## config.mk

```make
export PLATFORM = sky130hd
export DESIGN_NAME = differential_drive_odometry_flat
export DESIGN_NICKNAME = d
export VERILOG_FILES = /design/src/design/odo_pkg.sv /design/src/design/odo_if.sv /design/src/design/odo_cordic.sv /design/src/design/differential_drive_odometry.sv /design/src/flat_wrapper.sv
export SDC_FILE = /design/constraint.sdc
export NUM_CORES = 2
export LEC_CHECK = 0
export ABC_CLOCK_PERIOD_IN_PS = 12100
export BUFFER_PORTS_ARGS = -buffer_cell sky130_fd_sc_hd__buf_4
export CAP_MARGIN = 30
export CORE_MARGIN = 2
export CORE_UTILIZATION = 50
export CTS_BUF_LIST = sky130_fd_sc_hd__clkbuf_4
export CTS_CLUSTER_SIZE = 20
export DETAILED_ROUTE_END_ITERATION = 16
export HOLD_SLACK_MARGIN = 0.08
export PLACE_DENSITY = 0.69
export SYNTH_ARGS = -nofsm -noshare
export SYNTH_HDL_FRONTEND = slang
export SYNTH_SLANG_ARGS = --single-unit
```

## constraint.sdc

```tcl
create_clock -name clk -period 12.1 [get_ports clk]
set_input_delay 2.42 -clock clk [delete_from_list [all_inputs] [get_ports clk]]
set_output_delay 2.42 -clock clk [all_outputs]
set_load 0.01 [all_outputs]
```

## src/design/odo_pkg.sv

```systemverilog
`timescale 1ns / 1ps
// ----------------------------------------------------------------------------
// odo_pkg
// Widths and constants shared by the odometry block and its rotation unit.
// ----------------------------------------------------------------------------
package odo_pkg;

  localparam int IN_COUNT_W = 16;
  localparam int POSE_W     = 32;
  localparam int ANGLE_W    = 32;
  localparam int REG_W      = 32;
  localparam int TRIG_W     = 33;
  localparam int ATAN_N     = 32;
  localparam int ATAN_IDX_W = 5;

  typedef enum logic {OP_UPDATE = 1'b0, OP_CLEAR = 1'b1} req_op_t;
  typedef enum logic {
    REG_DIST_PER_TICK       = 1'b0,
    REG_ANGLE_PER_TICK_DIFF = 1'b1
  } reg_index_t;

  localparam logic signed [TRIG_W-1:0] CORDIC_START = 33'sd652032874;

  localparam logic [ANGLE_W-1:0] ATAN_TAB [ATAN_N] = '{
    32'd536870912, 32'd316933406, 32'd167458907, 32'd85004756, 32'd42667331,
    32'd21354465, 32'd10679838, 32'd5340245, 32'd2670163, 32'd1335087,
    32'd667544, 32'd333772, 32'd166886, 32'd83443, 32'd41722, 32'd20861,
    32'd10430, 32'd5215, 32'd2608, 32'd1304, 32'd652, 32'd326, 32'd163,
    32'd81, 32'd41, 32'd20, 32'd10, 32'd5, 32'd3, 32'd1, 32'd1, 32'd0
  };

endpackage

```

## src/design/odo_if.sv

```systemverilog
`timescale 1ns / 1ps
// ----------------------------------------------------------------------------
// odo_if
// Handshake channels for encoder samples in and pose results out.
// ----------------------------------------------------------------------------
interface odo_sample_if;
  logic               valid;
  logic               ready;
  logic               op;
  logic signed [15:0] right_count;
  logic signed [15:0] left_count;

  modport source (output valid, output op, output right_count, output left_count,
                  input ready);
  modport sink (input valid, input op, input right_count, input left_count,
                output ready);
endinterface

interface odo_pose_if;
  logic               valid;
  logic               ready;
  logic signed [31:0] pos_x;
  logic signed [31:0] pos_y;
  logic        [31:0] heading;

  modport source (output valid, output pos_x, output pos_y, output heading,
                  input ready);
  modport sink (input valid, input pos_x, input pos_y, input heading,
                output ready);
endinterface

```

## src/design/odo_cordic.sv

```systemverilog
`timescale 1ns / 1ps
// ----------------------------------------------------------------------------
// odo_cordic
// Iterative rotation-mode CORDIC giving cosine and sine of a binary angle.
// ----------------------------------------------------------------------------
module odo_cordic #(
  parameter int STEPS = 24
) (
  input  logic                               clk,
  input  logic                               rst,
  input  logic                               start,
  input  logic [odo_pkg::ANGLE_W-1:0]        angle,
  output logic                               done,
  output logic signed [odo_pkg::TRIG_W-1:0]  cos_val,
  output logic signed [odo_pkg::TRIG_W-1:0]  sin_val
);
  import odo_pkg::*;

  localparam logic [ATAN_IDX_W-1:0] LAST_IDX = ATAN_IDX_W'(STEPS - 1);

  logic                      running;
  logic                      flip;
  logic [ATAN_IDX_W-1:0]     idx;
  logic signed [TRIG_W-1:0]  x;
  logic signed [TRIG_W-1:0]  y;
  logic signed [TRIG_W-1:0]  z;
  logic signed [TRIG_W-1:0]  xs;
  logic signed [TRIG_W-1:0]  ys;
  logic signed [TRIG_W-1:0]  at;
  logic                      flip_next;
  logic [ANGLE_W-1:0]        ang_f;

  assign flip_next = angle[ANGLE_W-1] ^ angle[ANGLE_W-2];
  assign ang_f     = {angle[ANGLE_W-1] ^ flip_next, angle[ANGLE_W-2:0]};
  assign xs        = x >>> idx;
  assign ys        = y >>> idx;
  assign at        = signed'({1'b0, ATAN_TAB[idx]});

  always_ff @(posedge clk) begin
    if (rst) begin
      running <= 1'b0;
      done    <= 1'b0;
      idx     <= '0;
    end else begin
      done <= 1'b0;
      if (start) begin
        running <= 1'b1;
        idx     <= '0;
        flip    <= flip_next;
        x       <= CORDIC_START;
        y       <= '0;
        z       <= TRIG_W'(signed'(ang_f));
      end else if (running) begin
        if (z >= 0) begin
          x <= x - ys;
          y <= y + xs;
          z <= z - at;
        end else begin
          x <= x + ys;
          y <= y - xs;
          z <= z + at;
        end
        if (idx == LAST_IDX) begin
          running <= 1'b0;
          done    <= 1'b1;
        end else begin
          idx <= idx + 1'b1;
        end
      end
    end
  end

  assign cos_val = flip ? -x : x;
  assign sin_val = flip ? -y : y;

endmodule

```

## src/design/differential_drive_odometry.sv

```systemverilog
`timescale 1ns / 1ps
// ----------------------------------------------------------------------------
// differential_drive_odometry
// Dead-reckoning pose from two absolute wheel encoder counts.
// ----------------------------------------------------------------------------
//  Channel  | Dir | Payload                          | Handshake
//  sample   | in  | op, right_count, left_count      | valid / ready
//  pose     | out | pos_x, pos_y, heading            | valid / ready
//  cfg      | in  | cfg_index, cfg_data              | cfg_we, no wait
//
// An update request passes through the heading, magnitude, rotation, X and Y
// states before its result; a clear request goes straight to the output state.
// The time is set by the CORDIC iterations and six passes through one multiplier.
// Reset clears the pose and the stored counts and loads the register defaults.
// A new request is taken while the previous result waits on the pose channel;
// the block stalls only if that result is still not taken when the next is done.
// ----------------------------------------------------------------------------
module differential_drive_odometry #(
  parameter int COUNT_WIDTH  = 16,
  parameter int CORDIC_STEPS = 24
) (
  input  logic                       clk,
  input  logic                       rst,
  input  logic                       cfg_we,
  input  logic                       cfg_index,
  input  logic [odo_pkg::REG_W-1:0]  cfg_data,
  odo_sample_if.sink                 sample,
  odo_pose_if.source                 pose
);
  import odo_pkg::*;

  localparam int CW    = COUNT_WIDTH;
  localparam int MAG_W = CW + 1;
  localparam int M_W   = CW + 16;
  localparam int R_W   = M_W + 1;
  localparam int S_W   = R_W + 2;
  localparam int MA_W  = 33;
  localparam int MB_W  = 32;
  localparam int P_W   = MA_W + MB_W;

  localparam logic [3:0] S_IDLE = 4'd0;
  localparam logic [3:0] S_HEAD = 4'd1;
  localparam logic [3:0] S_MAG  = 4'd2;
  localparam logic [3:0] S_ROT  = 4'd3;
  localparam logic [3:0] S_XLO  = 4'd4;
  localparam logic [3:0] S_XHI  = 4'd5;
  localparam logic [3:0] S_XADD = 4'd6;
  localparam logic [3:0] S_YLO  = 4'd7;
  localparam logic [3:0] S_YHI  = 4'd8;
  localparam logic [3:0] S_YADD = 4'd9;
  localparam logic [3:0] S_OUT  = 4'd10;

  localparam logic signed [S_W-1:0] POS_MAX = S_W'(64'sh7FFF_FFFF);
  localparam logic signed [S_W-1:0] POS_MIN = -S_W'(64'sh8000_0000);

  logic [3:0]                state;
  logic [REG_W-1:0]          dist_per_tick;
  logic [REG_W-1:0]          angle_per_tick_diff;
  logic signed [CW-1:0]      last_right;
  logic signed [CW-1:0]      last_left;
  logic signed [POSE_W-1:0]  x_acc;
  logic signed [POSE_W-1:0]  y_acc;
  logic [ANGLE_W-1:0]        heading_acc;
  logic signed [MAG_W-1:0]   diff;
  logic [MAG_W-1:0]          mag;
  logic                      sum_neg;
  logic [M_W-1:0]            m;
  logic [R_W-1:0]            racc;

  logic signed [CW-1:0]      r_lat;
  logic signed [CW-1:0]      l_lat;
  logic signed [CW-1:0]      dr;
  logic signed [CW-1:0]      dl;
  logic signed [MAG_W-1:0]   sum_w;
  logic [MA_W-1:0]           mul_a;
  logic [MB_W-1:0]           mul_b;
  logic [P_W-1:0]            prod;
  logic                      rot_start;
  logic                      rot_done;
  logic signed [TRIG_W-1:0]  cos_val;
  logic signed [TRIG_W-1:0]  sin_val;
  logic signed [TRIG_W-1:0]  trig;
  logic [MB_W-1:0]           trig_abs;
  logic                      neg;
  logic signed [S_W-1:0]     pos_cur;
  logic signed [S_W-1:0]     pos_sum;
  logic signed [POSE_W-1:0]  pos_sat;
  logic [63:0]               m_ext;
  logic                      take;
  logic                      out_free;

  odo_cordic #(.STEPS(CORDIC_STEPS)) u_cordic (
    .clk     (clk),
    .rst     (rst),
    .start   (rot_start),
    .angle   (heading_acc),
    .done    (rot_done),
    .cos_val (cos_val),
    .sin_val (sin_val)
  );

  assign sample.ready = (state == S_IDLE);
  assign take         = sample.valid && sample.ready;
  assign out_free     = !pose.valid || pose.ready;
  assign rot_start    = (state == S_MAG);

  assign r_lat = CW'(sample.right_count);
  assign l_lat = CW'(sample.left_count);
  assign dr    = r_lat - last_right;
  assign dl    = l_lat - last_left;
  assign sum_w = MAG_W'(dr) + MAG_W'(dl);
  assign m_ext = 64'(m);

  always_comb begin
    if (state == S_XLO || state == S_XHI || state == S_XADD) begin
      trig = cos_val;
    end else begin
      trig = sin_val;
    end
    trig_abs = MB_W'(trig[TRIG_W-1] ? -trig : trig);
    neg      = sum_neg ^ trig[TRIG_W-1];
  end

  always_comb begin
    unique case (state)
      S_HEAD: begin
        mul_a = {1'b0, 32'(diff)};
        mul_b = angle_per_tick_diff;
      end
      S_MAG: begin
        mul_a = MA_W'(mag);
        mul_b = dist_per_tick;
      end
      S_XLO, S_YLO: begin
        mul_a = MA_W'(m_ext[31:0]);
        mul_b = trig_abs;
      end
      S_XHI, S_YHI: begin
        mul_a = MA_W'(m_ext[63:32]);
        mul_b = trig_abs;
      end
      default: begin
        mul_a = '0;
        mul_b = '0;
      end
    endcase
    prod = P_W'(mul_a) * P_W'(mul_b);
  end

  always_comb begin
    if (state == S_XADD) begin
      pos_cur = S_W'(x_acc);
    end else begin
      pos_cur = S_W'(y_acc);
    end
    if (neg) begin
      pos_sum = pos_cur - signed'(S_W'(racc));
    end else begin
      pos_sum = pos_cur + signed'(S_W'(racc));
    end
    if (pos_sum > POS_MAX) begin
      pos_sat = POSE_W'(POS_MAX);
    end else if (pos_sum < POS_MIN) begin
      pos_sat = POSE_W'(POS_MIN);
    end else begin
      pos_sat = POSE_W'(pos_sum);
    end
  end

  always_ff @(posedge clk) begin
    if (rst) begin
      state               <= S_IDLE;
      dist_per_tick       <= 32'd429497;
      angle_per_tick_diff <= 32'd1193046;
      last_right          <= '0;
      last_left           <= '0;
      x_acc               <= '0;
      y_acc               <= '0;
      heading_acc         <= '0;
      pose.valid          <= 1'b0;
    end else begin
      if (cfg_we) begin
        unique case (cfg_index)
          REG_DIST_PER_TICK:       dist_per_tick       <= cfg_data;
          REG_ANGLE_PER_TICK_DIFF: angle_per_tick_diff <= cfg_data;
          default:   ;
        endcase
      end
      if (pose.valid && pose.ready && (state != S_OUT)) begin
        pose.valid <= 1'b0;
      end
      unique case (state)
        S_IDLE: begin
          if (take) begin
            last_right <= r_lat;
            last_left  <= l_lat;
            if (sample.op == OP_CLEAR) begin
              x_acc       <= '0;
              y_acc       <= '0;
              heading_acc <= '0;
              state       <= S_OUT;
            end else begin
              diff    <= MAG_W'(dr) - MAG_W'(dl);
              sum_neg <= sum_w[MAG_W-1];
              mag     <= sum_w[MAG_W-1] ? MAG_W'(-sum_w) : MAG_W'(sum_w);
              state   <= S_HEAD;
            end
          end
        end
        S_HEAD: begin
          heading_acc <= heading_acc + prod[ANGLE_W-1:0];
          state       <= S_MAG;
        end
        S_MAG: begin
          m     <= M_W'(prod >> 17);
          state <= S_ROT;
        end
        S_ROT: begin
          if (rot_done) begin
            state <= S_XLO;
          end
        end
        S_XLO, S_YLO: begin
          racc  <= R_W'(prod >> 30);
          state <= (state == S_XLO) ? S_XHI : S_YHI;
        end
        S_XHI, S_YHI: begin
          racc  <= racc + R_W'(prod << 2);
          state <= (state == S_XHI) ? S_XADD : S_YADD;
        end
        S_XADD: begin
          x_acc <= pos_sat;
          state <= S_YLO;
        end
        S_YADD: begin
          y_acc <= pos_sat;
          state <= S_OUT;
        end
        S_OUT: begin
          if (out_free) begin
            pose.valid   <= 1'b1;
            pose.pos_x   <= x_acc;
            pose.pos_y   <= y_acc;
            pose.heading <= heading_acc;
            state        <= S_IDLE;
          end
        end
        default: begin
          state <= S_IDLE;
        end
      endcase
    end
  end

endmodule
```

## src/flat_wrapper.sv

```systemverilog
// flat-port wrapper written by rule: the top's interface ports become plain ports
module differential_drive_odometry_flat import odo_pkg::*;
#(
  parameter int COUNT_WIDTH  = 16,
  parameter int CORDIC_STEPS = 24
)
  (clk, rst, cfg_we, cfg_index, cfg_data, sample_valid, sample_op, sample_right_count, sample_left_count, sample_ready, pose_valid, pose_pos_x, pose_pos_y, pose_heading, pose_ready);
  odo_sample_if sample_i ();
  odo_pose_if pose_i ();
  input  logic clk;
  input  logic rst;
  input  logic cfg_we;
  input  logic cfg_index;
  input  logic [odo_pkg::REG_W-1:0] cfg_data;
  input wire logic [$bits(sample_i.valid)-1:0] sample_valid;
  input wire logic [$bits(sample_i.op)-1:0] sample_op;
  input wire logic [$bits(sample_i.right_count)-1:0] sample_right_count;
  input wire logic [$bits(sample_i.left_count)-1:0] sample_left_count;
  output wire logic [$bits(sample_i.ready)-1:0] sample_ready;
  output wire logic [$bits(pose_i.valid)-1:0] pose_valid;
  output wire logic [$bits(pose_i.pos_x)-1:0] pose_pos_x;
  output wire logic [$bits(pose_i.pos_y)-1:0] pose_pos_y;
  output wire logic [$bits(pose_i.heading)-1:0] pose_heading;
  input wire logic [$bits(pose_i.ready)-1:0] pose_ready;
  assign sample_i.valid = sample_valid;
  assign sample_i.op = sample_op;
  assign sample_i.right_count = sample_right_count;
  assign sample_i.left_count = sample_left_count;
  assign sample_ready = sample_i.ready;
  assign pose_valid = pose_i.valid;
  assign pose_pos_x = pose_i.pos_x;
  assign pose_pos_y = pose_i.pos_y;
  assign pose_heading = pose_i.heading;
  assign pose_i.ready = pose_ready;
  differential_drive_odometry #(.COUNT_WIDTH(COUNT_WIDTH), .CORDIC_STEPS(CORDIC_STEPS)) u_core (.clk(clk), .rst(rst), .cfg_we(cfg_we), .cfg_index(cfg_index), .cfg_data(cfg_data), .sample(sample_i), .pose(pose_i));
endmodule
```

# --- Word-level counts from Yosys, hierarchy flattened ---
# Memory sizes are Yosys's and may differ from the RTL's.
# Cells that the tools add are included.
# Widths: inputs -> output; s select.
word_totals:
  input_bits: 71
  register_bits: 500
  n_memories: 1
  rom_bits: 1024
  output_inout_bits: 98
classes:
  n_mux: 40
  addsub: 19
  n_bitwise: 9
  reduce_logical: 31
  eq_ne: 16
  n_lt_le_gt_ge: 4
  n_shift: 2
  n_mul: 1
memory_table:
  columns: ["memory", "words", "width", "read_ports", "rd_ports_with_merged_regs", "write_ports", "line_no", "source"]
  rows:
  - ["(name not given)", 32, 32, 1, 0, 0, "odo_cordic.sv:37", "assign at = signed'({1'b0, ATAN_TAB[idx]});"]
op_table:
  columns: ["op", "n"]
  rows:
  - ["$mux 33", 10]
  - ["$mux 32", 7]
  - ["$pmux 32 s2", 3]
  - ["$pmux 32 s3", 2]
  - ["$add 33x33->33", 4]
  - ["$sub 33x33->33", 3]
  - ["$mux 35", 2]
  - ["$neg 33->33", 2]
  - ["$pmux 33 s2", 1]
  - ["$sshr 33x5->33", 2]
  - ["$mul 32x32->63", 1]
  - ["$pmux 4 s9", 1]
  - ["$add 35x34->35", 1]
  - ["$gt 35x32->1 const B", 1]
  - ["$lt 35x32->1 const B", 1]
  - ["$sub 35x34->35", 1]
  - ["$ge 33x1->1 const B", 1]
  - ["$add 32x32->32", 1]
  - ["$neg 32->32", 1]
  - ["$sub 16x16->16", 2]
  - ["$mux 4", 6]
  - ["$add 16x16->17", 1]
  - ["$neg 17->17", 1]
  - ["$sub 16x16->17", 1]
  - ["other kinds (26)", 66]

# --- Depth between registers and ports, before layout ---
depth:
  word_depth: 10
  ltp_mapped: 51
  mapped_depth_nobuf: 48

# --- By module ---
# From an unflattened synthesis, not the netlist that was laid out.
hier_totals:
  cells_unflattened: 8473
  hier_area_um2: 73445.4
modules_own_cells:
  columns: ["mod", "cells_per_inst", "n_inst", "area_each_um2"]
  rows:
  - ["differential_drive_odometry", 6411, 1, 56101.3]
  - ["odo_cordic", 2062, 1, 17344.1]

# --- Worst setup path after synthesis ---
# OpenSTA, ideal clock, no wires.
synth_path:
  path_type: "reg-to-reg"
  startpoint: "register u_core.u_cordic.flip"
  endpoint: "register u_core.heading_acc[30]"
  n_path_buf: 7
  path_stages_with_launch: 47
  t_arrival_ps: 11464
  slack_ps: 519
  setup_time_ps: 117
  required_time_ps: 11983
  cell_sequence: "edfxtp_1 -> clkbuf_1 -> clkbuf_1 -> clkbuf_1 -> buf_1 -> clkbuf_1 -> mux4_2 -> inv_1 -> ha_1 -> nand3_1 -> nand3b_1 -> o21ai_0 -> xor2_1 -> o21a_1 -> clkbuf_1 -> buf_1 -> nor2_1 -> fa_1 -> [11 not listed] -> a211oi_1 -> nand2_1 -> or3_1 -> and2_1 -> a21o_1 -> a21oi_1 -> xnor2_1 -> ha_1 -> o21ai_0 -> nand2b_1 -> a21o_1 -> a21o_1 -> a221o_1 -> a21oi_1 -> o21ai_0 -> a221oi_1 -> xnor2_1 -> a22o_1"
synth_between:
  elab_chain_cells: 8
synth_lines:
  columns: ["item", "line_no", "source"]
  rows:
  - ["start, declared", "odo_cordic.sv:22", "logic flip;"]
  - ["start signal, assigned", "odo_cordic.sv:49", "flip <= flip_next;"]
  - ["$mux 33, on equally long branches", "odo_cordic.sv:74, odo_cordic.sv:73", null]
  - ["$mux 33 *", "differential_drive_odometry.sv:115", "if (state == S_XLO || state == S_XHI || state == S_XADD) begin"]
  - ["$neg 32->32", "differential_drive_odometry.sv:120", "trig_abs = MB_W'(trig[TRIG_W-1] ? -trig : trig);"]
  - ["$mux 32 *", "differential_drive_odometry.sv:120", null]
  - ["$pmux 32 s3 *", "differential_drive_odometry.sv:125", "unique case (state)"]
  - ["$mul 32x32->63 *", "differential_drive_odometry.sv:147", "prod = P_W'(mul_a) * P_W'(mul_b);"]
  - ["named net u_core.prod[21]", "differential_drive_odometry.sv:77", "logic [P_W-1:0] prod;"]
  - ["$add 32x32->32 *", "differential_drive_odometry.sv:211", "heading_acc <= heading_acc + prod[ANGLE_W-1:0];"]
  - ["$pmux 32 s2 *", "differential_drive_odometry.sv:192", "unique case (state)"]
  - ["end signal, assigned", "differential_drive_odometry.sv:211", null]
  - ["end, declared", "differential_drive_odometry.sv:63", "logic [ANGLE_W-1:0] heading_acc;"]
# The timed path passes the listed nets; every way through them passes the cells marked *.
# A chain may end at the register's enable or synchronous reset.

# --- Final worst setup path ---
layout_path:
  startpoint: "register u_core.u_cordic.x[21]"
  endpoint: "register u_core.heading_acc[30]"
layout_between:
  elab_chain_cells: 9
layout_lines:
  columns: ["item", "line_no", "source"]
  rows:
  - ["start, declared", "odo_cordic.sv:24", "logic signed [TRIG_W-1:0] x;"]
  - ["start signal, assigned", "odo_cordic.sv:55", "x <= x - ys;"]
  - ["start signal, assigned", "odo_cordic.sv:59", "x <= x + ys;"]
  - ["$neg 33->33", "odo_cordic.sv:73", "assign cos_val = flip ? -x : x;"]
  - ["$mux 33 *", "odo_cordic.sv:73", null]
  - ["$mux 33 *", "differential_drive_odometry.sv:115", null]
  - ["$neg 32->32", "differential_drive_odometry.sv:120", null]
  - ["$mux 32 *", "differential_drive_odometry.sv:120", null]
  - ["$pmux 32 s3 *", "differential_drive_odometry.sv:125", null]
  - ["$mul 32x32->63 *", "differential_drive_odometry.sv:147", null]
  - ["named net u_core.prod[24]", "differential_drive_odometry.sv:77", null]
  - ["$add 32x32->32 *", "differential_drive_odometry.sv:211", null]
  - ["$pmux 32 s2 *", "differential_drive_odometry.sv:192", null]
# Marked as above.

==> impl_metrics.prom <==
# TYPE chip_impl_metric gauge
chip_impl_metric{name="cp.arrival",unit="ps"} 12680
chip_impl_metric{name="number_of_synthesized_flops_with_an_enable_pin",unit=""} 295
chip_impl_metric{name="total_cts_buffers",unit=""} 141
chip_impl_metric{name="ff2ff_setup_slack",unit="ps"} 440
chip_impl_info{name="worst_path_most_repeated_cell",value="sky130_fd_sc_hd__fa_1"} 1
chip_impl_metric{name="routed_via_density",unit=""} 5.95
chip_impl_metric{name="layout.nets",unit=""} 9902
chip_impl_metric{name="syn2layout_area_growth",unit="%"} 8.77
chip_impl_metric{name="hold_viol",unit=""} 0
chip_impl_metric{name="cts.reportedPaths.clkPinSlew",unit="ps"} 70
chip_impl_metric{name="die_area",unit="mm2"} 0.147
chip_impl_metric{name="worst-r2r-cell-count",unit=""} 44
chip_impl_metric{name="drt_first_pass_iters",unit=""} 6
chip_impl_metric{name="final_area",unit="mm2"} 0.0785
chip_impl_metric{name="route.antenna.remaining_nets",unit=""} 0
chip_impl_metric{name="vias",unit=""} 62073
chip_impl_metric{name="syn-cell-area",unit="mm2"} 0.0722
chip_impl_metric{name="count_of_placed_standard_cells_including_taps",unit=""} 10148
chip_impl_metric{name="placementRows",unit=""} 139
chip_impl_metric{name="ys_seq_area_share",unit="%"} 17.9
chip_impl_metric{name="post-dp-hpwl",unit="um"} 194000
chip_impl_metric{name="netlist-cell-type-count",unit=""} 104
chip_impl_metric{name="required",unit="ps"} 13120
chip_impl_metric{name="number_of_fillers_in_the_final_layout",unit=""} 13120
chip_impl_metric{name="finalSetupViolCount",unit=""} 0
chip_impl_metric{name="finalWeightedCongestion",unit=""} 0.990
chip_impl_metric{name="detail_route.iter0.violations",unit=""} 6275
chip_impl_metric{name="maximum_number_of_pins_on_one_net_before_global_route_repair",unit=""} 83
chip_impl_metric{name="total_nets_after_synthesis",unit=""} 9765
chip_impl_metric{name="fin_worst_hold_slack",unit="ps"} 412
chip_impl_info{name="yosys.cell_count.top_type",value="sky130_fd_sc_hd__nand2_1"} 1
chip_impl_metric{name="drv_cap",unit=""} 0
chip_impl_metric{name="chipWidth",unit="um"} 384
chip_impl_info{name="regToRegEndpoint",value="u_core.heading_acc[30]$_SDFFE_PP0P_"} 1
chip_impl_metric{name="grt_util_all_layers",unit="%"} 33.0
chip_impl_metric{name="die_height",unit="um"} 384
chip_impl_info{name="synth_top_cell_by_area",value="sky130_fd_sc_hd__fa_1"} 1
chip_impl_metric{name="ys_ff_latch",unit=""} 499
chip_impl_metric{name="cts_max_path_buffers",unit=""} 3
chip_impl_info{name="rr_startpoint",value="u_core.u_cordic.x[21]$_SDFFCE_PP0P_"} 1
chip_impl_metric{name="wire_per_inst",unit="um"} 23.4
chip_impl_info{name="synth.top_cells.by_count",value="1,334 x sky130_fd_sc_hd__nand2_1, 1,052 x sky130_fd_sc_hd__inv_1, 905 x sky130_fd_sc_hd__fa_1"} 1
chip_impl_info{name="critical_path.slowest_cell",value="sky130_fd_sc_hd__nor4_1"} 1
chip_impl_metric{name="postPlaceCellArea",unit="mm2"} 0.0762
chip_impl_info{name="crit_path_end",value="u_core.heading_acc[30]$_SDFFE_PP0P_"} 1
chip_impl_metric{name="max-slew-margin-rel",unit="%"} 24.8
chip_impl_info{name="timing.critical_path.from_type",value="register"} 1
chip_impl_metric{name="critical_path.max_stage_delay",unit="ps"} 800
chip_impl_metric{name="coreArea",unit="mm2"} 0.143
chip_impl_info{name="path_class",value="register to register"} 1
chip_impl_metric{name="clock.fmax",unit="MHz"} 85.7
chip_impl_metric{name="grt-ovfl-total",unit=""} 0
chip_impl_metric{name="timing.final.crit_share",unit="%"} 96.4
chip_impl_metric{name="grt_pass1_vias",unit=""} 61454
chip_impl_metric{name="clock_skew",unit="ps"} 103
chip_impl_metric{name="synthCells",unit=""} 8264
chip_impl_info{name="leading_register_cell_type_out_of_synthesis",value="sky130_fd_sc_hd__edfxtp_1"} 1
chip_impl_metric{name="yosys_warns",unit=""} 0
chip_impl_metric{name="yosys.area.top_type_share",unit="%"} 25.1
chip_impl_metric{name="grt_pass1_wl",unit="um"} 372000
chip_impl_metric{name="drive_gt1_share",unit="%"} 11.2
chip_impl_metric{name="critPathMaxFanout",unit=""} 18
chip_impl_metric{name="route.final.wire_length",unit="um"} 244000
chip_impl_metric{name="period_needed",unit="ps"} 11660
chip_impl_metric{name="cts_sinks",unit=""} 499
chip_impl_info{name="startpoint",value="u_core.u_cordic.x[21]$_SDFFCE_PP0P_"} 1
chip_impl_metric{name="place.port_buffers",unit=""} 168
chip_impl_metric{name="asyncSetResetFlopFracSynth",unit="%"} 0
chip_impl_info{name="holdCritStartpoint",value="u_core.y_acc[9]$_SDFFE_PP0P_"} 1
chip_impl_metric{name="synth.avg_cell_area",unit="um2"} 8.73
chip_impl_metric{name="drcViolationCount",unit=""} 0
chip_impl_info{name="synth_area_leaders",value="sky130_fd_sc_hd__fa_1 25%, sky130_fd_sc_hd__edfxtp_1 12%, sky130_fd_sc_hd__ha_1 9.1%"} 1
chip_impl_metric{name="number_of_cells_in_the_finished_layout_apart_from_fillers",unit=""} 10428
chip_impl_metric{name="io_pins",unit=""} 169
chip_impl_metric{name="slew_violations",unit=""} 0
chip_impl_info{name="worst_hold_path_type",value="register to register"} 1
chip_impl_info{name="tritoncts",value="yes"} 1
chip_impl_info{name="clock-root-buffer",value="sky130_fd_sc_hd__clkbuf_4"} 1
chip_impl_info{name="critical_path.endpoint_type",value="register"} 1
chip_impl_metric{name="worst-slew-pin-transition",unit="ps"} 1120
chip_impl_info{name="run_status",value="finished, final reports clean"} 1
chip_impl_metric{name="cts_max_level",unit=""} 4
chip_impl_metric{name="initial_utilization",unit="%"} 50.3
chip_impl_metric{name="worst_skew_pair.late_latency",unit="ps"} 1130
chip_impl_metric{name="antenna_found_initial",unit=""} 11
[how the worst min path moves through the flow]
stage | end | slack [ps] | cells after the start
after floorplan | u_core.pose.pos_y[31]$_DFFE_PP_ | 420 | 0
after global placement | u_core.pose.pos_x[15]$_DFFE_PP_ | 440 | 0
after detailed placement | u_core.pose.pos_x[21]$_DFFE_PP_ | 440 | 0
after CTS | u_core.pose.pos_y[9]$_DFFE_PP_ | 420 | 0
after global routing | u_core.pose.pos_y[9]$_DFFE_PP_ | 450 | 0
final | u_core.pose.pos_y[9]$_DFFE_PP_ | 410 | 0
[cells by family (layout without fill, tap and decap cells)]
kind of cell / Yosys count / count (layout) / share of synthesized area, %
AO/OA/AOI/OAI: 1557 / 1557 / 13.7
XOR/XNOR: 487 / 487 / 5.99
adder cells (fa/ha/maj): 1431 / 1431 / 34.2
buffers and inverters: 1500 / 1749 / 8.02
flip-flops: 499 / 499 / 17.9
multiplexers: 173 / 173 / 4.06
other: 0 / 12 / 0
AND/OR/NAND/NOR: 2617 / 2617 / 16.0
[final cells by class]
class	instances	area (um2)	share of cell area, %
multi-input combinational	6265	53900	68.6
sequential	499	13000	16.5
inverter	1055	3960	5.05
timing repair buffer	439	3410	4.34
tap	1903	2380	3.03
clock buffer	208	1560	1.99
clock inverter	47	320	0.408
antenna	12	30.0	0.0383
[through the flow]
| stage | TNS (ps) | utilization (%) | worst slack (ps) |
|---|---|---|---|
| 2_1_floorplan | 0 | - | 519 |
| 3_3_place_gp | 0 | 53.0 | 204 |
| 3_5_place_dp | 0 | 53.1 | 274 |
| 4_1_cts | 0 | 54.4 | 306 |
| 5_1_grt | -62.9 | 54.7 | -40.8 |
| 6_report | 0 | 54.7 | 437 |
[metal layers]
| layer | global-route usage [%] | wire, um | share of wire [%] |
|---|---|---|---|
| met5 | 0 | 47 | 0.019 |
| met1 | 45.8 | 101000 | 42 |
| met3 | 7.23 | 24900 | 10 |
| met4 | 12.4 | 10400 | 4.3 |
| met2 | 50.6 | 107000 | 44 |
[timing repair]
item	CTS	global route
endpoints found under the setup margin	0	27
setup buffers	0	12
endpoints found under the hold margin	0	0
resized for setup	0	55
hold buffers	0	0
[critical path: cells and delay by family, from the launching register on]
family / cells / cell delay, ps
AOI/OAI and AO/OA: 12 / 2650
xor gates and xnor gates: 4 / 700
adders and majority gates: 10 / 4750
buffers and inverters: 10 / 1160
DFF: 1 / 400
and+or+nand+nor: 8 / 1900
[cell usage in the layout, fill, tap and decap left out, drive strengths merged, types with 281 or more instances in the layout]
cell    instances
a21oi         462
buf           439
edfxtp        295
fa            905
ha            525
inv          1063
nand2        1334
nor2          586
o21ai         359
xnor2         281
[sequential cells by signal, summed over array words and instances (netlist names), 17 cells and up]
| register | flops |
|---|---|
| u_core.angle_per_tick_diff | 32 |
| u_core.dist_per_tick | 32 |
| u_core.heading_acc | 32 |
| u_core.m | 32 |
| u_core.mag | 17 |
| u_core.pose.heading | 32 |
| u_core.pose.pos_x | 32 |
| u_core.pose.pos_y | 32 |
| u_core.racc | 33 |
| u_core.u_cordic.x | 33 |
| u_core.u_cordic.y | 33 |
| u_core.u_cordic.z | 33 |
| u_core.x_acc | 32 |
| u_core.y_acc | 32 |
Power is not shown: default switching activity piles up to over one toggle a cycle in this logic, so the estimate is an artifact.
